--- config.mk ---
export PLATFORM = sky130hd
export DESIGN_NAME = bspg_seq
export DESIGN_NICKNAME = d
export VERILOG_FILES = /design/src/design/bspg_pkg.sv /design/src/design/bspg_seq.sv
export SDC_FILE = /design/constraint.sdc
export NUM_CORES = 1
export LEC_CHECK = 0
export ABC_AREA = 1
export BUFFER_PORTS_ARGS = -buffer_cell sky130_fd_sc_hd__buf_4
export CAP_MARGIN = 0
export CORE_MARGIN = 5
export CORE_UTILIZATION = 35
export CTS_CLUSTER_SIZE = 16
export DETAILED_ROUTE_END_ITERATION = 7
export PLACE_DENSITY = 0.6
export SKIP_CTS_REPAIR_TIMING = 1
export SLEW_MARGIN = 20
export SYNTH_ARGS = -nofsm -noshare
export SYNTH_HDL_FRONTEND = slang
export SYNTH_SLANG_ARGS = --single-unit
export TNS_END_PERCENT = 20
--- constraint.sdc ---
create_clock -name clk_i -period 2.8 [get_ports clk_i]
set_clock_uncertainty 0.2 [all_clocks]
set_input_delay 0.14 -clock clk_i [delete_from_list [all_inputs] [get_ports clk_i]]
set_output_delay 0.14 -clock clk_i [all_outputs]
set_load 0.005 [all_outputs]
--- src/design/bspg_pkg.sv ---
// Shared types and constants for the block sum pooling gradient.
// No dependencies; imported by the interfaces and every module.
package bspg_pkg;

  // Fixed field widths
  localparam int unsigned GRAD_W  = 16;
  localparam int unsigned SUM_W   = 24;
  localparam int unsigned SCALE_W = 4;
  localparam int unsigned DIM_W   = 11;
  localparam int unsigned CFG_DW  = 11;
  localparam int unsigned CFG_AW  = 2;

  // Default sizing of the design
  localparam int unsigned DEF_MAX_WIDTH  = 1024;
  localparam int unsigned DEF_MAX_HEIGHT = 1024;
  localparam int unsigned DEF_MAX_SCALE  = 8;

  // Register reset values
  localparam logic [SCALE_W-1:0] SCALE_RST = 4'd2;
  localparam logic [DIM_W-1:0]   DIM_RST   = 11'd1024;

  typedef enum logic [CFG_AW-1:0] {
    CFG_SCALE  = 2'd0,
    CFG_WIDTH  = 2'd1,
    CFG_HEIGHT = 2'd2
  } cfg_reg_e;

  // Position flags of one sample within its block and plane
  typedef struct packed {
    logic first;  // first sample of a block: start from zero
    logic emit;   // last sample of a block: deliver the sum
    logic last;   // last block of the plane
  } pos_flags_t;

endpackage

--- src/design/bspg_seq.sv ---
// Configuration registers and raster position sequencer over the upsampled plane.
// Depends on bspg_pkg; produces the column index and block flags per sample.
module bspg_seq import bspg_pkg::*; #(
  parameter int unsigned MAX_WIDTH  = DEF_MAX_WIDTH,
  parameter int unsigned MAX_HEIGHT = DEF_MAX_HEIGHT,
  parameter int unsigned MAX_SCALE  = DEF_MAX_SCALE,
  localparam int unsigned CIW = $clog2(MAX_WIDTH),
  localparam int unsigned RIW = $clog2(MAX_HEIGHT),
  localparam int unsigned PW  = $clog2(MAX_SCALE)
) (
  input  logic              clk_i,
  input  logic              rst_ni,
  input  logic              cfg_we_i,
  input  logic [CFG_AW-1:0] cfg_idx_i,
  input  logic [CFG_DW-1:0] cfg_data_i,
  input  logic              step_i,
  output logic [CIW-1:0]    col_o,
  output pos_flags_t        flags_o
);

  logic [SCALE_W-1:0] scale_q;
  logic [DIM_W-1:0]   width_q, height_q;
  logic [CIW-1:0]     col_q, col_d;
  logic [RIW-1:0]     row_q, row_d;
  logic [PW-1:0]      cph_q, cph_d, rph_q, rph_d;
  logic [PW-1:0]      s_last;
  logic [CIW-1:0]     w_last;
  logic [RIW-1:0]     h_last;

  // Clamp the registers to the supported ranges
  always_comb begin
    if (scale_q < 4'd2) begin
      s_last = PW'(1);
    end else if (32'(scale_q) > MAX_SCALE) begin
      s_last = PW'(MAX_SCALE - 1);
    end else begin
      s_last = PW'(scale_q - 4'd1);
    end
    if (width_q == '0) begin
      w_last = '0;
    end else if (32'(width_q) > MAX_WIDTH) begin
      w_last = CIW'(MAX_WIDTH - 1);
    end else begin
      w_last = CIW'(width_q - 11'd1);
    end
    if (height_q == '0) begin
      h_last = '0;
    end else if (32'(height_q) > MAX_HEIGHT) begin
      h_last = RIW'(MAX_HEIGHT - 1);
    end else begin
      h_last = RIW'(height_q - 11'd1);
    end
  end

  assign col_o         = col_q;
  assign flags_o.first = (cph_q == '0) && (rph_q == '0);
  assign flags_o.emit  = (cph_q == s_last) && (rph_q == s_last);
  assign flags_o.last  = (col_q == w_last) && (row_q == h_last);

  // Advance the raster position by one sample
  always_comb begin
    col_d = col_q;
    row_d = row_q;
    cph_d = cph_q;
    rph_d = rph_q;
    if (cph_q == s_last) begin
      cph_d = '0;
      if (col_q == w_last) begin
        col_d = '0;
        if (rph_q == s_last) begin
          rph_d = '0;
          row_d = (row_q == h_last) ? '0 : row_q + RIW'(1);
        end else begin
          rph_d = rph_q + PW'(1);
        end
      end else begin
        col_d = col_q + CIW'(1);
      end
    end else begin
      cph_d = cph_q + PW'(1);
    end
  end

  always_ff @(posedge clk_i or negedge rst_ni) begin
    if (!rst_ni) begin
      scale_q  <= SCALE_RST;
      width_q  <= DIM_RST;
      height_q <= DIM_RST;
      col_q    <= '0;
      row_q    <= '0;
      cph_q    <= '0;
      rph_q    <= '0;
    end else if (cfg_we_i) begin
      case (cfg_reg_e'(cfg_idx_i))
        CFG_SCALE:  scale_q  <= cfg_data_i[SCALE_W-1:0];
        CFG_WIDTH:  width_q  <= cfg_data_i[DIM_W-1:0];
        CFG_HEIGHT: height_q <= cfg_data_i[DIM_W-1:0];
        default: ;
      endcase
      // any write restarts the plane
      col_q <= '0;
      row_q <= '0;
      cph_q <= '0;
      rph_q <= '0;
    end else if (step_i) begin
      col_q <= col_d;
      row_q <= row_d;
      cph_q <= cph_d;
      rph_q <= rph_d;
    end
  end

endmodule

==> results_dict.tcl, run 1 <==
set metrics [dict create \
    status "finished clean" \
    fin_ws_ns 0.00438 \
    tightestPinTransition_ns 0.717 \
    cts.htree.levels 2 \
    p_total_mw 2.41 \
    grt.overflow.total 0 \
    cts_root_buf "clkbuf_8" \
    clockBufferDepth 2 \
    dr.first_iter.drc_count 223 \
    period_share 0.998 \
    synth-edff-count 0 \
    startpoint_type "register" \
    layout_min_cycle_time_ns 2.80 \
    grt.total_usage 0.144 \
    synthesis.instances 527 \
    startpoint "height_q[1]" \
    postRouteWirelength_mm 9.09 \
    fillerInstances 1060 \
    timing.reg2reg.setup_slack_ns 0.22 \
    vias_per_cell 4.80 \
    min-delay-start "cfg_we_i" \
    min-delay-path-class "primary input to register" \
    setup_repair_after_global_routing_missed_its_margin "yes" \
    crit_arrival_ns 2.46 \
    fin_tns_setup_ns 0 \
    worstSetupEndpointType "primary output" \
    die_height_um 113 \
    syn_area_per_cell_um2 7.02 \
    final.hold.worst_slack_ns 0.0401 \
    die-area_um2 12700 \
    detailroute.via_count 3434 \
    drt_first_pass_iters 4 \
    starting_density_of_the_core 0.358 \
    die_width_um 113 \
    proportion_of_layout_cells_with_a_drive_suffix_above_1 0.176 \
    yosysUniqueCellTypes 36 \
    grt_first_pass_wirelength_mm 15.3 \
    detail_route.drc_violations 0 \
    synthTopCellsByArea "dfrtp_1, nand2_1, inv_1" \
    slew_violations 0 \
    clock_tree_from_tritoncts "yes" \
    timing.critical_path.required_ns 2.46 \
    yosysWarningCount 0 \
    antennaDiodeCount 0 \
    seq_area_frac_synth 0.353 \
    clk-insertion-delay-late_ns 0.31 \
    clkSlewWorstSetupHoldPaths_ns 0.11 \
    synth_area_um2 3700 \
    place.port_buffers 29 \
    timing.rr.start "scale_q[1]" \
    synth_common_cells "nand2_1, inv_1, dfrtp_1" \
    power_density_nw_per_um2 550 \
    grt_max_degree 53 \
    dpl_worst_slack_ns 0.147 \
    cp_max_fo 6 \
    vdd_ir_drop_max_mv 0.240 \
    post-synth-top-area-cell "dfrtp_1" \
    io-pin-count 30 \
    synth_top_area_share 0.332 \
    cts.sink_count 52 \
    postLayoutCoreUtil 0.425 \
    num-nets-final 604 \
    grt_pass1_vias 3274 \
    drtAntennaViolNets 0 \
    hpwl_mm 6.58 \
    async_reset_ff_frac 1.00 \
    layout-area-overhead-vs-synth_pct 18.7 \
    yosys_most_used_dff "dfrtp_1" \
    count_of_max_cap_constraint_violations 0 \
    max-slew-margin-rel 0.521 \
    tritoncts.num_buffers 5 \
    finalWeightedCongestion 0.854 \
    wl_per_cell_um 12.7 \
    synthMostInstantiatedCell "nand2_1" \
    leakagePower_nw 2.13 \
    rows 37 \
    core_region_area_um2 10300 \
    timing.setup.critical_path_class "register to primary output" \
    max_freq_ghz 0.358 \
    report.final.hold_viol_count 0 \
    grt_antenna_before_repair 0 \
    finalSetupViolations 0 \
    synth_nets 553 \
    number_of_synthesized_register_bits 52 \
]
-- path summary, 6_finish.rpt --
check | end | cells after the start
min reg2reg | height_q[7] | 2
min in group asynchronous | col_o[9] | 2
min | row_q[1] | 4
max in group asynchronous | row_q[0] | 2
max | flags_o[0] | 16
max reg2reg | col_o[2] | 13
-- sequential cells by signal, summed over array words and instances (netlist names) --
register,count
width_q,11
cph_q,3
col_o,10
scale_q,4
height_q,11
rph_q,3
row_q,10
-- metal layers --
layer,part of all wire,GRT usage,wire length [um],up-vias
li1,-,-,-,1777
met1,0.47,0.180,4250,1588
met2,0.48,0.258,4410,58
met3,0.037,0.0241,333,11
met4,0.011,0.0337,99,0
met5,0,0,0,-
-- cells in the final DEF (no fill, tap or decap), drive strengths merged --
master,n
o21ai,53
and2,1
or2,3
and3,1
xnor2,4
nand3b,3
ha,9
nand2,171
dlygate4sd3,13
nor2,53
nand4,8
clkinvlp,1
a211o,1
clkinv,1
clkbuf,6
o22ai,1
a21oi,5
nand3,53
nor3,7
dfrtp,49
dfstp,3
xor2,21
inv,67
nor4,4
nor3b,1
buf,40
-- worst max-delay path, stage by stage, from the launching register on --
cell	delay (ns)
dfrtp_1	0.42
inv_2	0.08
ha_4	0.14
nand2_2	0.08
nor2_4	0.15
nand2_4	0.10
nor2_4	0.12
nand3b_1	0.13
buf_6	0.16
nand2_1	0.06
nand2_1	0.06
nand2_2	0.06
nand3b_1	0.07
nor2_1	0.11
nand3_1	0.14
nor2_1	0.15
buf_4	0.12
-- layout make-up --
cell class / count / area (um2) / area share
multi-input cells: 399 / 2140 / 0.488
inverters: 67 / 251 / 0.0573
clock inverters: 2 / 16.3 / 0.00370
flip-flops and latches: 52 / 1310 / 0.297
well taps: 136 / 170 / 0.0387
repair buffers: 53 / 432 / 0.0983
clock buffers: 6 / 72.6 / 0.0165
-- where the power goes --
group          leakage, nW  switching [mW]  internal [mW]
Clock               0.0414           0.276          0.179
Combinational         1.41           0.559          0.388
Sequential           0.674           0.150          0.862
Total                 2.13           0.985           1.43
-- logic make-up (layout without fill, tap and decap cells) --
group / Yosys count / count (layout) / share of synthesized area
fa+ha+maj: 9 / 9 / 0.0304
flops: 52 / 52 / 0.353
compound gates: 59 / 60 / 0.0924
simple gates: 304 / 305 / 0.377
buf+inv: 78 / 128 / 0.0886
xor+xnor: 25 / 25 / 0.0592
-- per-stage QoR --
stage / instance area (um2) / std cells
after floorplan: 3700 / 527
after global placement: 4060 / 688
after detailed placement: 4060 / 688
after CTS: 4150 / 696
after global routing: 4390 / 715
final: 4390 / 715
(Power assumes the default switching activity.)
==> run 2: changes to the inputs <==
--- a/config.mk
+++ b/config.mk
@@ -12,6 +12,7 @@
 export CORE_UTILIZATION = 35
 export CTS_CLUSTER_SIZE = 16
 export DETAILED_ROUTE_END_ITERATION = 7
+export MAX_ROUTING_LAYER = met4
 export PLACE_DENSITY = 0.6
 export SKIP_CTS_REPAIR_TIMING = 1
 export SLEW_MARGIN = 20
==> run 2 against run 1 <==
Net effect: clock-buffer cell count is the same; maximum frequency is essentially flat; highest routed layer unchanged; cell count is the same; total power is essentially flat.
==> results_dict.tcl, run 2 (synthesized netlist as in run 1, its figures left out) <==
set metrics [dict create \
    dpl_worst_slack_ns 0.147 \
    proportion_of_layout_cells_with_a_drive_suffix_above_1 0.176 \
    finalSetupViolations 0 \
    clockBufferDepth 2 \
    period_share 0.998 \
    mostFrequentLayoutCells "nand2_1, inv_1, dfrtp_1" \
    max-slew-margin-rel 0.523 \
    grt_first_pass_wirelength_mm 15.3 \
    dr.first_iter.drc_count 225 \
    drt_first_pass_iters 4 \
    postRouteWirelength_mm 9.12 \
    cp_max_fo 6 \
    antennaDiodeCount 0 \
    clock_tree_from_tritoncts "yes" \
    hpwl_mm 6.58 \
    fin_ws_ns 0.00570 \
    status "finished clean" \
    grt_pass1_vias 3272 \
    timing.setup.critical_path_class "register to primary output" \
    crit_arrival_ns 2.45 \
    finalWeightedCongestion 0.867 \
    layout-area-overhead-vs-synth_pct 18.7 \
    timing.critical_path.required_ns 2.46 \
    num-nets-final 604 \
    grt_antenna_before_repair 0 \
    r2r.worst_path.cells 13 \
    cts.sink_count 52 \
    critical_path.top_delay_family "simple AND/OR/NAND/NOR gates" \
    largest_registers "height_q x11, width_q x11" \
    cp_cell_sequence "inv_2 > ha_4 > nand2_2 > nor2_4 > nand2_4 > nor2_4 > nand3b_1 > buf_6 > nand2_1 > nand2_1 > nand2_2 > nand3b_1 > nor2_1 > nand3_1 > nor2_1 > buf_4" \
    place.port_buffers 29 \
    postLayoutCoreUtil 0.425 \
    grt.overflow.total 0 \
    die_width_um 113 \
    detailroute.via_count 3428 \
    clk-insertion-delay-late_ns 0.31 \
    worstReg2RegEnd "col_o[2]" \
    slowest_delay_ns 0.42 \
    detail_route.drc_violations 0 \
    grt_max_degree 53 \
    layout_min_cycle_time_ns 2.79 \
    timing.reg2reg.setup_slack_ns 0.22 \
    holdPathEnd "row_q[1]" \
    timing.rr.start "scale_q[1]" \
    worstSetupEndpointType "primary output" \
    rows 37 \
    count_of_max_cap_constraint_violations 0 \
    placed_area_um2 4060 \
    cts.htree.levels 2 \
    io-pin-count 30 \
    critPathSlowestCell "dfrtp_1" \
    layout.cells.most_common "nand2_1" \
    clkSlewWorstSetupHoldPaths_ns 0.11 \
    layout.cell_area.non_filler_um2 4390 \
    grt.total_usage 0.149 \
    tritoncts.num_buffers 5 \
    setup_repair_after_global_routing_missed_its_margin "yes" \
    worst_hold_path.num_cells 4 \
    core_region_area_um2 10300 \
    vias_per_cell 4.79 \
    die-area_um2 12700 \
    cp.buffers_inverters 3 \
    max_freq_ghz 0.358 \
    min-delay-path-class "primary input to register" \
    min-delay-start "cfg_we_i" \
    power_density_nw_per_um2 550 \
    startpoint_type "register" \
    tightestPinTransition_ns 0.714 \
    slew_violations 0 \
    starting_density_of_the_core 0.358 \
    fin_tns_setup_ns 0 \
    wl_per_cell_um 12.7 \
    drtAntennaViolNets 0 \
    cts_root_buf "clkbuf_8" \
    leakagePower_nw 2.13 \
    report.final.hold_viol_count 0 \
    die_height_um 113 \
    vdd_ir_drop_max_mv 0.240 \
]
-- run 2: cell counts in the layout (fill, tap and decap cells not counted) --
No cell type changed its count.
-- run 2: layout make-up --
cell class              count  area (um2)
fillers                  1060        5930
repair buffers             53         432
flip-flops and latches     52        1310
clock buffers               6        72.6
multi-input cells         399        2140
inverters                  67         251
clock inverters             2        16.3
well taps                 136         170
-- run 2: how the worst max path moves through the flow --
stage                     start         end  slack [ns]  cells after the start
CTS                 height_q[0]  flags_o[0]       -0.06                     15
detailed placement   width_q[1]    row_q[3]        0.15                     15
global placement     width_q[1]    row_q[1]        0.21                     15
floorplan            width_q[0]    row_q[7]        0.44                     17
finish              height_q[1]  flags_o[0]       0.006                     16
global route        height_q[0]  flags_o[0]       -0.16                     16
-- run 2: power by group --
group          internal, mW  total, mW  switching (mW)  leakage, nW
registers             0.862       1.01           0.150        0.674
clock network         0.179      0.455           0.276       0.0414
logic                 0.388      0.947           0.559         1.41
-- run 2: through the flow --
step | hold WS, ns | instances | power [mW]
detailed placement | 0.0308 | 688 | 1.90
finish | 0.0430 | 715 | 2.42
CTS | -0.324 | 696 | 2.37
floorplan | -0.356 | 527 | 1.66
global route | 0.0555 | 715 | 2.64
global placement | 0.0200 | 688 | 1.88
-- run 2: layer usage --
| metal | share of wire | routed length, um | global-route usage |
|---|---|---|---|
| met1 | 0.47 | 4320 | 0.180 |
| met2 | 0.49 | 4430 | 0.259 |
| met3 | 0.030 | 276 | 0.0289 |
| met4 | 0.0088 | 80 | 0.0288 |
| met5 | 0 | 0 | - |
-- run 2: worst reg2reg max path, stage by stage, from the launching register on --
cell and delay, ns:
dfstp_2 0.55, inv_1 0.04, ha_1 0.18, xnor2_1 0.12, o21ai_1 0.24, xnor2_1 0.16, nand3_1 0.13, nand2_1 0.10
nand2_1 0.09, inv_2 0.16, buf_4 0.22, nand2_1 0.09, xor2_1 0.14, nor2_1 0.10
